===== config.mk =====
export PLATFORM = sky130hd
export DESIGN_NAME = htct_front
export DESIGN_NICKNAME = d
export VERILOG_FILES = /design/src/hw/rtl/htct_pkg.sv /design/src/hw/rtl/htct_front.sv
export SDC_FILE = /design/constraint.sdc
export NUM_CORES = 1
export LEC_CHECK = 0
export ABC_AREA = 1
export BUFFER_PORTS_ARGS = -buffer_cell sky130_fd_sc_hd__clkbuf_2
export CORE_MARGIN = 5
export CORE_UTILIZATION = 57
export DETAILED_ROUTE_END_ITERATION = 10
export PLACE_DENSITY = 0.87
export SKIP_LAST_GASP = 1
export SYNTH_ARGS = -nofsm -noshare
export SYNTH_HDL_FRONTEND = slang
export SYNTH_SLANG_ARGS = --single-unit

===== constraint.sdc =====
create_clock -name clk_i -period 18.7 [get_ports clk_i]
set_clock_uncertainty 0.1 [all_clocks]
set_input_delay 0.935 -clock clk_i [delete_from_list [all_inputs] [get_ports clk_i]]
set_output_delay 0.935 -clock clk_i [all_outputs]
set_load 0.05 [all_outputs]

===== src/hw/rtl/htct_pkg.sv =====
// ---------------------------------------------------------------------------
// htct_pkg: shared types and constants of the hashed target clue table
// Opcodes, status codes, the queued work item and the back-end states.
// ---------------------------------------------------------------------------
package htct_pkg;

  localparam int unsigned DefHashBits = 12;
  localparam int unsigned DefWays     = 4;
  localparam int unsigned DefClues    = 8;
  localparam int unsigned MaxHashBits = 16;
  localparam int unsigned KeyW        = 64;
  localparam int unsigned ScoreW      = 7;
  localparam int unsigned CountOutW   = 4;
  localparam int unsigned BucketOutW  = 12;
  localparam logic [6:0]  ScoreMax    = 7'd100;
  localparam logic [6:0]  DefaultScoreRst = 7'd60;

  typedef enum logic [1:0] {
    OP_ADD   = 2'd0,
    OP_QUERY = 2'd1,
    OP_CLEAR = 2'd2,
    OP_NONE  = 2'd3
  } op_e;

  typedef enum logic [2:0] {
    ST_OK          = 3'd0,
    ST_NOT_FOUND   = 3'd1,
    ST_INVALID     = 3'd2,
    ST_BUCKET_FULL = 3'd3,
    ST_SLOTS_FULL  = 3'd4,
    ST_SCORE_RANGE = 3'd5
  } status_e;

  typedef enum logic [0:0] {
    REG_DEFAULT_SCORE = 1'd0,
    REG_INVALID_ID    = 1'd1
  } reg_e;

  typedef enum logic [1:0] {
    BK_CLEAR,
    BK_IDLE,
    BK_READ,
    BK_EXEC
  } back_state_e;

  // One word as it travels from the front end to the back end.
  typedef struct packed {
    logic [1:0]             op;
    logic [KeyW-1:0]        key;
    logic [31:0]            number;
    logic [31:0]            flags;
    logic [31:0]            score;
    logic [MaxHashBits-1:0] hash_top;
    logic                   bad_id;
  } item_t;

endpackage


===== src/hw/rtl/htct_front.sv =====
// ---------------------------------------------------------------------------
// htct_front: input stage of the hashed target clue table
// Takes a word, hashes the key in two add steps and checks the id.
// ---------------------------------------------------------------------------
module htct_front (
  input  logic                      clk_i,
  input  logic                      rst_ni,
  input  logic                      in_valid_i,
  output logic                      in_stall_o,
  input  logic [1:0]                op_i,
  input  logic [63:0]               target_key_i,
  input  logic [31:0]               clue_number_i,
  input  logic [31:0]               clue_flags_i,
  input  logic [31:0]               clue_score_i,
  input  logic [63:0]               invalid_id_i,
  output logic                      push_o,
  output htct_pkg::item_t           item_o,
  input  logic                      full_i
);

  logic            hold_q;
  htct_pkg::item_t item_q;
  logic [63:0]     part_a_q, part_b_q;
  logic [63:0]     hash;
  logic            accept;

  assign in_stall_o = hold_q & full_i;
  assign accept     = in_valid_i & ~in_stall_o;
  assign push_o     = hold_q & ~full_i;

  // Multiply by 0x9E37FFFFFFFC0001 as shifted terms in two partial sums.
  always_ff @(posedge clk_i or negedge rst_ni) begin
    if (!rst_ni) begin
      hold_q <= 1'b0;
    end else if (accept) begin
      hold_q <= 1'b1;
    end else if (push_o) begin
      hold_q <= 1'b0;
    end
  end

  always_ff @(posedge clk_i) begin
    if (accept) begin
      part_a_q      <= target_key_i - (target_key_i << 18) + (target_key_i << 54);
      part_b_q      <= (target_key_i << 61) + (target_key_i << 63)
                       - (target_key_i << 51) - (target_key_i << 57);
      item_q.op     <= op_i;
      item_q.key    <= target_key_i;
      item_q.number <= clue_number_i;
      item_q.flags  <= clue_flags_i;
      item_q.score  <= clue_score_i;
      item_q.bad_id <= (target_key_i == invalid_id_i);
      item_q.hash_top <= '0;
    end
  end

  assign hash = part_a_q + part_b_q;

  always_comb begin
    item_o          = item_q;
    item_o.hash_top = hash[63 -: htct_pkg::MaxHashBits];
  end

endmodule


# Yosys cells after proc, flatten, opt, wreduce, memory -nomap -nowiden

Cells that the tools add are included.

Bitwise logic cells: 5
Equality and inequality tests: 1
Reduce and logical (&&, ||, !) cells: 1
Multiplexer cells: 2
$add $sub $neg: 6

Operator list:

| operator           | number |
|---|---|
| 64-bit adder       | 3 |
| 64-bit subtractor  | 3 |
| 64-bit == test     | 1 |
| 1-bit AND          | 3 |
| 1-bit 2-to-1 mux   | 2 |
| 1-bit NOT          | 2 |
| 2-bit nonzero test | 1 |

Bits of input ports: 230
Register bits: 292
Output and inout bits: 181

# Logic depth before layout (Yosys ltp)

Depth after elaboration: 4
Depth in mapped cells: 16
Depth with buffers taken out: 16

# Worst setup path before layout

No wires, ideal clock.

Path type: input to register
Start point: in full_i
End point: reg item_q (netlist bit item_o[0]), enable pin
Path slack: 8.624 ns
Data arrival time: 9.229 ns
Data required time: 17.854 ns
Cell stages on the path: 3
Path through: nand2_1 inv_1 nor2_1

Word-level cells in the longest chain between the ends: 3

Ends and longest elaborated chain:

| element            | RTL line         | source |
|---|---|---|
| start: declaration | htct_front.sv:18 | `input logic full_i` |
| 1-bit AND          | htct_front.sv:27 | `assign in_stall_o = hold_q & full_i;` |
| net in_stall_o     | htct_front.sv:9  | `output logic in_stall_o,` |
| 1-bit NOT          | htct_front.sv:28 | `assign accept = in_valid_i & ~in_stall_o;` |
| 1-bit AND          | htct_front.sv:28 |  |
| net accept         | htct_front.sv:25 | `logic accept;` |
| end: declaration   | htct_front.sv:22 | `htct_pkg::item_t item_q;` |

The timed path passes the listed nets, and every way through them passes these cells.
A chain may end at the register's enable or synchronous reset.

==> run_results.csv <==
group,metric,value,unit
global_routing,grt_usage,35.8,%
drt,vias_per_cell,5.23,
global_routing,grt_max_degree,192,
sta,setup_tns,0,ns
floorplan,fp.dieH,165,um
yosys,avgSynthCellArea,8.11,um2
yosys,seq_area_frac_synth,42.3,%
clocking,cts.hold.buffers_added,0,
sta,setup_violations,0,
worst_setup_path,startpoint_type,"flip-flop",
clocking,cts_setup_buffers,0,
run_status,status,"finished clean",
floorplan,core,23500,um2
floorplan,io_pins,411,
sta,hold_viol,0,
layout,fin_area,16700,um2
floorplan,die-area,27100,um2
worst_setup_path,cp_max_fo,3,
yosys,yosysWarnings,0,
yosys,ys_ff_latch,192,
sta,fmax,247,MHz
job,drv_cap,0,
pwr,peakVddDrop,0.0675,mV
layout,final_common_cell,"nand2_1",
clocking,root_buffer,"clkbuf_16",
pwr,p_leak,8.93,nW
placement,io_buffers,410,
clocking,cts_buffer_depth,2,
drt,drc_errors,0,
placement,placed_area,16100,um2
global_routing,grt_pass1_wl,71900,um
global_routing,grt-ovfl-total,0,
yosys,ys_types,34,
worst_setup_path,arrival,3.02,ns
clocking,clk_latency,0.44,ns
layout,layout-drive-gt1-share,22.3,%
global_routing,antenna_found_initial,1,
clocking,clkTransAtPathRegs,0.09,ns
sta,finalCriticalPeriod,4.05,ns
sta,worst_slew_margin_rel,25.8,%
drt,drt_wl_total,50100,um
yosys,synthesis.nets,2059,
yosys,synth_top_area_share,42.1,%
placement,dp_hpwl,42100,um
clocking,cts.repair.resized,0,
hold_path,hold_class,"in2async",
drt,drt_first_pass_iters,8,
drt,drtIter0Drc,1283,
yosys,syn_area,13600,um2
layout,area_delta_synth_final,22.5,%
pwr,powerDensity,86.9,nW/um2
yosys,yosys.area.top_type,"edfxtp_1",
drt,detail_route.wl_per_cell,20.6,um
layout,fin_nets,2484,
worst_setup_path,critPathRequiredTime,17.67,ns
clocking,cts_tree,"done",
sta,rsz0062_at_grt,"no",
floorplan,start_util,58.0,%
floorplan,num_rows,56,
layout,layout_common_cells,"nand2_1, clkbuf_2, inv_1",
sta,timing_worst_slew_pin_value,1.11,ns
yosys,synth_area_leaders,"edfxtp_1, nand2_1, ha_1",
clocking,cts_buffers,17,
worst_setup_path,path_class,"reg2out",
global_routing,first_global_vias,12400,
yosys,netlist_instances,1679,
sta,min_period_over_period,21.7,%
placement,place.gp.congestion,0.987,
drt,ant_nets,0,
worst_setup_path,end_kind,"output pin",
floorplan,chipWidth,165,um
drt,vias,12700,
sta,drv_slew,0,
clocking,clkSinkCount,192,
clocking,htree_levels,4,
layout,nFillCells,1898,
[synthesized netlist by cell type, drive strengths merged]
cell / instances
o21ai: 19
or2: 9
fa: 12
nand3b: 6
xnor2: 50
nand2: 574
a21oi: 55
edfxtp: 191
a211oi: 2
buf: 5
nand4: 14
xor2: 33
a21boi: 1
o2111ai: 1
o21bai: 7
a221oi: 1
a31oi: 1
and3: 2
a21o: 5
dfrtp: 1
nor2: 121
nand3: 57
inv: 341
ha: 138
nor3b: 2
nor4: 3
nor3: 28
[cell type report]
| class | count | area, um2 | share of cell area, % |
|---|---|---|---|
| clock buffer | 17 | 425 | 2.55 |
| sequential | 192 | 5760 | 34.5 |
| clock inverter | 15 | 186 | 1.12 |
| tap | 319 | 399 | 2.39 |
| multi-input combinational | 1141 | 6550 | 39.3 |
| inverter | 341 | 1280 | 7.68 |
| timing repair buffer | 411 | 2070 | 12.4 |
| antenna | 2 | 5.00 | 0.0300 |
[report_power, final]
part | switching, mW | internal (mW)
Sequential | 0.0114 | 0.514
Combinational | 0.390 | 0.149
Clock | 0.202 | 0.184
[metal layers]
| metal | up-vias | GRT usage, % | wire length, um |
|---|---|---|---|
| met4 | 0 | 17.2 | 2740 |
| li1 | 6158 | - | - |
| met1 | 5776 | 44.1 | 18600 |
| met5 | - | 0 | 0 |
| met3 | 143 | 8.39 | 5170 |
| met2 | 667 | 59.6 | 23600 |
[kinds of logic after synthesis]
group                      after synthesis  synth area share, %
xor gates and xnor gates                83                 5.34
and+or+nand+nor                        816                 24.5
buffers and inverters                  346                 9.67
adders and majority gates              150                 14.4
DFF                                    192                 42.3
AOI/OAI and AO/OA                       92                 3.72
[sequential cells by signal, indices dropped and copies added, names as in the netlist]
register	flops
item_o	161
hold_q	1
part_a_q	17
part_b_q	13
[critical path, cell delays in order, from the launching register on]
cell and delay [ns]:
edfxtp_1 0.37, ha_1 0.17, inv_1 0.06, fa_1 0.40
inv_1 0.07, nand3_1 0.06, nand2_1 0.12, a21oi_1 0.12
o21ai_0 0.38, nand2_1 0.10, nand2_1 0.11, xor2_1 0.29
clkbuf_2 0.34
[final timing paths]
path	start	to	slack (ns)	cells after the start
worst max register to register	hold_q	item_o[159]	16.61	4
worst min-delay path	rst_ni	hold_q	0.16	1
worst max-delay path	part_b_q[51]	item_o[14]	14.65	12
max in group asynchronous	rst_ni	hold_q	18.25	1
worst min register to register	hold_q	hold_q	0.44	2
min in group clk_i	hold_q	hold_q	0.44	2
[stage by stage]
stage | utilization (%) | cells | power [mW] | hold WS, ns | worst slack [ns]
2_1_floorplan | - | 1679 | 0.902 | 0.356 | 8.62
3_3_place_gp | 68.4 | 2404 | 1.05 | 0.377 | 15.01
3_5_place_dp | 68.4 | 2404 | 1.06 | 0.411 | 14.94
4_1_cts | 71.0 | 2436 | 1.44 | 0.138 | 14.66
5_1_grt | 71.0 | 2437 | 1.51 | 0.139 | 14.48
6_report | 71.1 | 2438 | 1.45 | 0.156 | 14.65
Note: power is estimated with default switching activity, not from simulation.
