<file path="config.mk">
export PLATFORM = sky130hd
export DESIGN_NAME = htct_fifo
export DESIGN_NICKNAME = d
export VERILOG_FILES = /design/src/hw/rtl/htct_pkg.sv /design/src/hw/rtl/htct_fifo.sv
export SDC_FILE = /design/constraint.sdc
export NUM_CORES = 1
export LEC_CHECK = 0
export ABC_AREA = 1
export BUFFER_PORTS_ARGS = -buffer_cell sky130_fd_sc_hd__buf_2
export CAP_MARGIN = 0
export CELL_PAD_IN_SITES_DETAIL_PLACEMENT = 1
export CELL_PAD_IN_SITES_GLOBAL_PLACEMENT = 2
export CORE_MARGIN = 4
export CORE_UTILIZATION = 42
export CTS_CLUSTER_SIZE = 28
export DETAILED_ROUTE_END_ITERATION = 12
export GPL_ROUTABILITY_DRIVEN = 0
export PLACE_DENSITY = 0.89
export RECOVER_POWER = 50
export SYNTH_ARGS = -nofsm -noshare
export SYNTH_HDL_FRONTEND = slang
export SYNTH_SLANG_ARGS = --single-unit
</file>
<file path="constraint.sdc">
create_clock -name clk_i -period 22.4 [get_ports clk_i]
set_input_delay 2.24 -clock clk_i [delete_from_list [all_inputs] [get_ports clk_i]]
set_output_delay 2.24 -clock clk_i [all_outputs]
set_load 0.01 [all_outputs]
</file>
<file path="src/hw/rtl/htct_pkg.sv">
// ---------------------------------------------------------------------------
// htct_pkg: shared types and constants of the hashed target clue table
// Opcodes, status codes, the queued work item and the back-end states.
// ---------------------------------------------------------------------------
package htct_pkg;

  localparam int unsigned DefHashBits = 12;
  localparam int unsigned DefWays     = 4;
  localparam int unsigned DefClues    = 8;
  localparam int unsigned MaxHashBits = 16;
  localparam int unsigned KeyW        = 64;
  localparam int unsigned ScoreW      = 7;
  localparam int unsigned CountOutW   = 4;
  localparam int unsigned BucketOutW  = 12;
  localparam logic [6:0]  ScoreMax    = 7'd100;
  localparam logic [6:0]  DefaultScoreRst = 7'd60;

  typedef enum logic [1:0] {
    OP_ADD   = 2'd0,
    OP_QUERY = 2'd1,
    OP_CLEAR = 2'd2,
    OP_NONE  = 2'd3
  } op_e;

  typedef enum logic [2:0] {
    ST_OK          = 3'd0,
    ST_NOT_FOUND   = 3'd1,
    ST_INVALID     = 3'd2,
    ST_BUCKET_FULL = 3'd3,
    ST_SLOTS_FULL  = 3'd4,
    ST_SCORE_RANGE = 3'd5
  } status_e;

  typedef enum logic [0:0] {
    REG_DEFAULT_SCORE = 1'd0,
    REG_INVALID_ID    = 1'd1
  } reg_e;

  typedef enum logic [1:0] {
    BK_CLEAR,
    BK_IDLE,
    BK_READ,
    BK_EXEC
  } back_state_e;

  // One word as it travels from the front end to the back end.
  typedef struct packed {
    logic [1:0]             op;
    logic [KeyW-1:0]        key;
    logic [31:0]            number;
    logic [31:0]            flags;
    logic [31:0]            score;
    logic [MaxHashBits-1:0] hash_top;
    logic                   bad_id;
  } item_t;

endpackage

</file>
<file path="src/hw/rtl/htct_fifo.sv">
// ---------------------------------------------------------------------------
// htct_fifo: two-word queue between the front end and the back end
// Lets either side stall without holding up the other.
// ---------------------------------------------------------------------------
module htct_fifo (
  input  logic            clk_i,
  input  logic            rst_ni,
  input  logic            push_i,
  input  htct_pkg::item_t item_i,
  output logic            full_o,
  input  logic            pop_i,
  output logic            empty_o,
  output htct_pkg::item_t item_o
);

  htct_pkg::item_t mem_q [2];
  logic            wr_ptr_q, rd_ptr_q;
  logic [1:0]      cnt_q;

  assign full_o  = (cnt_q == 2'd2);
  assign empty_o = (cnt_q == 2'd0);
  assign item_o  = mem_q[rd_ptr_q];

  always_ff @(posedge clk_i or negedge rst_ni) begin
    if (!rst_ni) begin
      wr_ptr_q <= 1'b0;
      rd_ptr_q <= 1'b0;
      cnt_q    <= 2'd0;
    end else begin
      if (push_i) begin
        wr_ptr_q <= ~wr_ptr_q;
      end
      if (pop_i) begin
        rd_ptr_q <= ~rd_ptr_q;
      end
      if (push_i && !pop_i) begin
        cnt_q <= cnt_q + 2'd1;
      end else if (pop_i && !push_i) begin
        cnt_q <= cnt_q - 2'd1;
      end
    end
  end

  always_ff @(posedge clk_i) begin
    if (push_i) begin
      mem_q[wr_ptr_q] <= item_i;
    end
  end

endmodule

</file>
* Word-level counts from Yosys, hierarchy flattened *
Memories as Yosys holds them, arrays and structs flattened.
Cells that the tools add are included.

word-level totals
  flip-flop bits (word level) = 4
  RAM bits = 358
  input port bits = 183
  output and inout port bits = 181
  memories = 1

operators by class
  $add $sub $neg = 2
  eq/ne operators = 1
  muxes and demuxes = 4
  bitwise logic cells = 2
  reduce and logical (&&, ||, !) cells = 6

memories
  memory  words  width  rd ports  clocked after memory_dff  wr ports  RTL line         source
  mem_q   2      179    1         0                         1         htct_fifo.sv:16  htct_pkg::item_t mem_q [2];

operators by type and width
  kind                                                                number
  2-bit 2-to-1 mux                                                    2
  2-bit by 1-bit adder with 2-bit output, second input constant       1
  2-bit equality test, second input constant                          1
  1-bit logical AND                                                   2
  1-bit logical NOT                                                   2
  2-bit logical NOT                                                   1
  1-bit 2-to-1 mux                                                    2
  1-bit NOT                                                           2
  2-bit nonzero test                                                  1
  2-bit by 1-bit subtractor with 2-bit output, second input constant  1

* Depth between registers and ports, before layout *
Gate-level depths: netlist of run 1.

  word-level depth = 4
  gate-level depth with buffers = 7

* Least setup slack after synthesis of run 1 *
Ideal clock, no wire load.

  path type = input -> register
  start point = input push_i
  end point = memory mem_q[0][0] (netlist bit), enable pin
  arrival = 9.761 ns
  path slack = 11.913 ns
  cell stages on the path = 2
  cell sequence = inv_1 -> nor2_1

on the way
  word-level cells in the longest chain between the ends = 2

RTL lines
  what                                    RTL line         source
  start, declared                         htct_fifo.sv:8   input logic push_i,
  1-bit 2-to-1 mux                        htct_fifo.sv:45  if (push_i) begin
  1-bit 2-to-1 mux (implied by the code)  htct_fifo.sv:46  mem_q[wr_ptr_q] <= item_i;
  end, declared                           htct_fifo.sv:16

Every way passes these cells.

* Final worst setup path of run 1 *
  start point = input push_i
  end point = memory mem_q[1][91] (netlist bit), enable pin

The elaborated chain is that of the path after synthesis.

==> reports/results.ini, run 1 <==
[yosys]
ys_seq_area_share_pct = 80.2
synth_top_area_share_pct = 79.5
synth_seq_cells = 362
synthesis.nets = 766
yosysWarnings = 0
yosysTopAreaCell = edfxtp_1
synthDistinctLibCells = 14
syn-instance-count = 582
syn_area_um2 = 13500
avgSynthCellArea_um2 = 23.2
synthTopCellsByArea = edfxtp_1 79%, mux2_4 11%, mux2_2 6.6%, buf_6 1.0%, dfrtp_1 0.74%

[floorplan]
die_height_um = 187
fp-row-count = 65
die_area_um2 = 35100
core_area_um2 = 31600
initial_core_util_pct = 42.7
die_w_um = 187
num_io_pins = 364

[run_status]
violations = max-capacitance violations, max-slew violations
status = finished, violations left

[clock_tree]
clk_latency_ns = 0.50
postCtsSetupRepairBufs = 0
h-tree-depth = 2
cts_inserted_buffers = 38
ctsHoldBuffers = 0
clockBufferDepth = 3
cts.sinks = 362
cts_root_buffer = clkbuf_16
ctsResizeCount = 0
cts_tree = built
clk_pin_slew_ns = 0.06

[sta]
rsz0062_at_grt = false
hold_viol_final = 0
finalSetupViolations = 0
max_slew.worst_pin.slew_ns = 4.87
finClkSkew_ns = 0.00778
fmax_ghz = 0.128
setup-tns-final_ns = 0
slew_headroom_pct = -226
drv_slew = 140
period_share_pct = 35.0
finalCriticalPeriod_ns = 7.83

[critical_path]
setup.worst_path.start_class = input pin
timing.rr.start = wr_ptr_q
worst-path-buf-inv = 3
slowest_delay_ns = 3.58
reg2regPathDepth = 3
critical-path-top-delay-family = buffers and inverters
path_cells = clkbuf_1 -> nand2_1 -> clkinvlp_2 -> buf_4
cp.depth = 4
worstReg2RegEnd = mem_q[1][91]
critPathLaunch = push_i
cp.required_ns = 22.50
cp_max_fo = 106
crit_end = mem_q[1][91]
ff2ff_setup_slack_ns = 16.06
path_class = input pin to flip-flop
critPathSlowestCell = clkinvlp_2
crit_arrival_ns = 7.93
crit_path_end_kind = flip-flop

[layout]
final_common_cell = edfxtp_1
nets = 1156
drive_gt1_share_pct = 49.4
area_delta_synth_final_pct = 23.9
final_cell_mix = 358 x edfxtp_1, 259 x buf_2, 117 x clkbuf_1

[global_routing]
globalRouteTotalUtil_pct = 16.5
grt_pass1_vias = 7565
overflow = 0
antenna_found_initial = 4
grt_start_max_net_pins = 107
grt_pass1_wl_um = 45200

[pwr]
powerDensity_nw_per_um2 = 130
irDropWorstVdd_uv = 76.3
finalPower_mw = 2.17
leakage_nw = 6.35

[place]
port_buffers = 363
dp_hpwl_um = 20700

[detailed_routing]
wl_um = 29900
first_pass_iters = 4
drc_errors = 0
post_drt_wl_per_cell_um = 21.3
ant_nets = 0
drt-initial-drc-count = 405
vias_per_cell = 4.86
dr_total_vias = 6815

[min_path]
hold_path_class = flip-flop to flip-flop

[run]
cap_violations = 2

-- stage by stage --
stage	area, µm²	instances	hold slack, ns	utilization, %	setup slack (ns)
after floorplan	13500	582	0.463	-	11.91
after global placement	15700	1334	0.489	49.7	17.43
after global routing	16800	1400	0.524	52.9	13.88
final	16800	1402	0.518	53.0	14.57
after detailed placement	15700	1334	0.497	49.7	17.35
after CTS	16900	1399	0.519	53.4	16.80
-- power breakdown --
part,switching (mW),total [mW],internal (mW)
logic,0.336,0.640,0.303
registers,0.0416,0.952,0.911
clock network,0.236,0.583,0.347
total,0.614,2.17,1.56
-- synth_stat cells --
cell type  count
nor2_1         3
inv_1          7
buf_2          8
xnor2_1        1
ha_1           1
xor2_1         2
mux2_2        79
edfxtp_1     358
buf_6         12
nand3_1        1
nand4_1        1
dfrtp_1        4
nand2_1        5
mux2_4       100
-- flip-flops by register name (all words and copies together), names as in the netlist --
register,flops
rd_ptr_q,1
cnt_q,2
mem_q,358
wr_ptr_q,1
-- cells by family after synthesis --
| family | count (synthesis) | synth area share [%] |
|---|---|---|
| xor gates and xnor gates | 3 | 0.194 |
| adders and majority gates | 1 | 0.0925 |
| buffers and inverters | 27 | 1.49 |
| DFF | 362 | 80.2 |
| muxes | 179 | 17.7 |
| and+or+nand+nor | 10 | 0.305 |
-- how the worst min path moves through the flow --
stage / startpoint / end / slack (ns) / depth (start not counted)
5_1_grt: wr_ptr_q / wr_ptr_q / 0.52 / 1
2_1_floorplan: cnt_q[1] / cnt_q[1] / 0.46 / 2
6_report: wr_ptr_q / wr_ptr_q / 0.52 / 1
3_5_place_dp: cnt_q[1] / cnt_q[1] / 0.50 / 2
4_1_cts: cnt_q[1] / cnt_q[1] / 0.52 / 2
3_3_place_gp: cnt_q[1] / cnt_q[1] / 0.49 / 2
-- final cells by class --
cell class | count | area, µm²
tap | 402 | 503
inverter | 7 | 27.5
fill | 2987 | 14900
clock inverter | 11 | 72.6
clock buffer | 54 | 1080
antenna | 3 | 7.51
multi-input combinational | 193 | 2470
sequential | 362 | 10900
timing repair buffer | 370 | 1740
-- metal layers --
layer,track usage (%),vias to the layer above,routed length (µm),share of wire (%)
met5,0,-,27,0.090
met4,5.00,4,753,2.5
met3,5.13,56,2380,8.0
met2,28.6,300,15200,51
met1,19.8,3363,11500,38
li1,-,3092,-,-
(Power assumes the default switching activity.)
==> run 2: changes to the inputs <==
- CORE_UTILIZATION: 42 -> 39
- PLACE_DENSITY: 0.89 -> 0.84
- clock period: 22.4 -> 7.3 ns (I/O delays scaled with it)
==> run 2 against run 1 <==
Net effect: the flow still finishes with violations (max-capacitance violations, max-slew violations); clock skew increased by 0.0024 ns; clock-buffer cell count decreased by 6; routed wire length decreased by 1.2%; sequential share of layout area decreased by 0.081 points; flip-flop and latch count unchanged; critical path depth decreased by 1; die area increased by 7.4%; final cell count increased by 3.0%; non-clock buffer count decreased by 3; worst hold slack got worse by 0.46 ns; utilization decreased by 3.4 points; design area about the same; critical path type is now flip-flop to output port; largest cell class unchanged; highest routed layer unchanged.
==> reports/results.ini, run 2 (synthesized netlist as in run 1, its figures left out) <==
[layout]
stdcell_count = 1444  ; +3.0%
reg_top3 = mem_q: 358 flops, cnt_q: 2 flops
area_delta_synth_final_pct = 24.0  ; about the same
largest_reg_flops = 358  ; unchanged
largest_register = mem_q
finalCoreUtilization_pct = 49.5  ; -3.4 points
final_cell_mix = 358 x edfxtp_1, 251 x buf_2, 119 x clkbuf_1
nets = 1155  ; -0.087%
final_common_cell = edfxtp_1
drive_gt1_share_pct = 48.6  ; -0.81 points

[place]
dp.cells = 1377  ; +3.2%
dp_slack_ns = 4.11  ; -13.24 ns
dp_hpwl_um = 19900  ; -4.1%
port_buffers = 363  ; unchanged

[pwr]
powerDensity_nw_per_um2 = 396  ; +210%
finalPower_mw = 6.64  ; +210%
leakage_nw = 6.31  ; -0.61%
combPwrFrac_pct = 29.3  ; about the same
switching_power_mw = 1.88  ; +210%
p_clk_share_pct = 26.2  ; -0.6 points
power_frac_seq_pct = 44.5  ; +0.7 points
irDropWorstVdd_uv = 235  ; +210%
intPower_mw = 4.76  ; +200%
swShare_pct = 28.4  ; +0.15 points

[floorplan]
die_w_um = 194  ; +3.6%
initial_core_util_pct = 39.9  ; -2.8 points
fp-row-count = 67  ; +3.1%
num_io_pins = 364  ; unchanged
core_area_um2 = 33900  ; +7.1%
die_height_um = 194  ; +3.6%
die_area_um2 = 37700  ; +7.4%

[critical_path]
cp_max_fo = 55  ; -48%
timing.rr.start = wr_ptr_q
reg2regPathDepth = 2  ; -1
crit_arrival_ns = 3.93  ; -4.00 ns
worstReg2RegEnd = mem_q[0][150]
ff2ff_setup_slack_ns = 2.85  ; -13.21 ns
setup.worst_path.start_class = flip-flop
cp.required_ns = 6.57  ; -15.93 ns
crit_path_end_kind = output port
path_class = flip-flop to output port

[global_routing]
grt_start_max_net_pins = 180  ; +68%
grt_pass1_wl_um = 44900  ; -0.54%
overflow = 0  ; unchanged
globalRouteTotalUtil_pct = 15.1  ; -1.4 points
grt_pass1_vias = 7430  ; -1.8%
antenna_found_initial = 3  ; -1

[clock_tree]
postCtsSetupRepairBufs = 0  ; unchanged
h-tree-depth = 2  ; unchanged
clk_latency_ns = 0.50  ; about the same
clk_pin_slew_ns = 0.05  ; about the same
ctsResizeCount = 0  ; unchanged
cts_tree = built
ctsHoldBuffers = 0  ; unchanged
cts_inserted_buffers = 40  ; +5.3%
clockBufferDepth = 3  ; unchanged
cts.sinks = 362  ; unchanged
cts_root_buffer = clkbuf_16

[sta]
setup-tns-final_ns = 0  ; unchanged
drv_slew = 235  ; +68%
finalCriticalPeriod_ns = 4.66
period_share_pct = 63.8
finalWorstSetupSlack_ns = 2.64  ; -11.93 ns
hold_viol_final = 0  ; unchanged
finClkSkew_ns = 0.0102  ; +0.00237 ns
finalSetupViolations = 0  ; unchanged
fmax_ghz = 0.215
rsz0062_at_grt = false
max_slew.worst_pin.slew_ns = 4.75  ; -0.114 ns
slew_headroom_pct = -217  ; +9.4 points

[detailed_routing]
wl_um = 29500  ; -1.2%
drc_errors = 0  ; unchanged
post_drt_wl_per_cell_um = 20.5  ; -4.1%
vias_per_cell = 4.72  ; -3.0%
first_pass_iters = 4  ; unchanged
ant_nets = 0  ; unchanged
drt-initial-drc-count = 301  ; -26%
dr_total_vias = 6812  ; -0.044%

[min_path]
hold_path_class = input pin to async pin

[run_status]
violations = max-capacitance violations, max-slew violations
status = finished, violations left

[run]
cap_violations = 2  ; unchanged

==> run 2: worst max-delay path, cell delays in order, from the launching register on <==
cell     delay [ns]
dfrtp_1        1.94
buf_4          0.86
mux2_2         0.41
buf_2          0.14
==> run 2: final cells by class <==
type	count	area, µm²
repair buffers	367	1720
fillers	3252	17100
clock inverters	16	73.8
well taps	448	561
flip-flops and latches	362	10900
multi-input cells	193	2480
diodes	3	7.51
inverters	7	31.3
clock buffers	48	1050
==> run 2: per-stage QoR <==
stage	hold slack, ns	area (µm²)
after detailed placement	0.510	15800
after global placement	0.483	15800
after global routing	0.0511	16800
after floorplan	0.434	13500
after CTS	0.00556	16900
final	0.0601	16800
==> run 2: power groups by stage <==
stage / clock (mW) / combinational, mW / sequential [mW]
global route: 1.90 / 2.08 / 3.01
CTS: 1.80 / 1.99 / 2.93
floorplan: 0 / 1.36 / 2.93
global placement: 0 / 1.96 / 2.94
detailed placement: 0 / 1.98 / 2.97
finish: 1.74 / 1.94 / 2.96
==> run 2: metal layers <==
metal  vias up  global-route usage, %  share of wire [%]
met5         -                      0              0.044
met1      3389                   18.3                 39
li1       3097                      -                  -
met4         2                   3.88                2.5
met2       269                   26.4                 52
met3        55                   4.60                7.4
==> run 2: worst max-delay path by stage <==
stage	start	endpoint	slack (ns)	depth (start not counted)
after floorplan	push_i	mem_q[0][0]	1.45	2
after global placement	push_i	mem_q[1][106]	4.15	4
after detailed placement	push_i	mem_q[1][133]	4.11	4
after CTS	rd_ptr_q	item_o[173]	3.74	3
after global routing	rd_ptr_q	item_o[42]	2.37	3
final	rd_ptr_q	item_o[173]	2.64	3
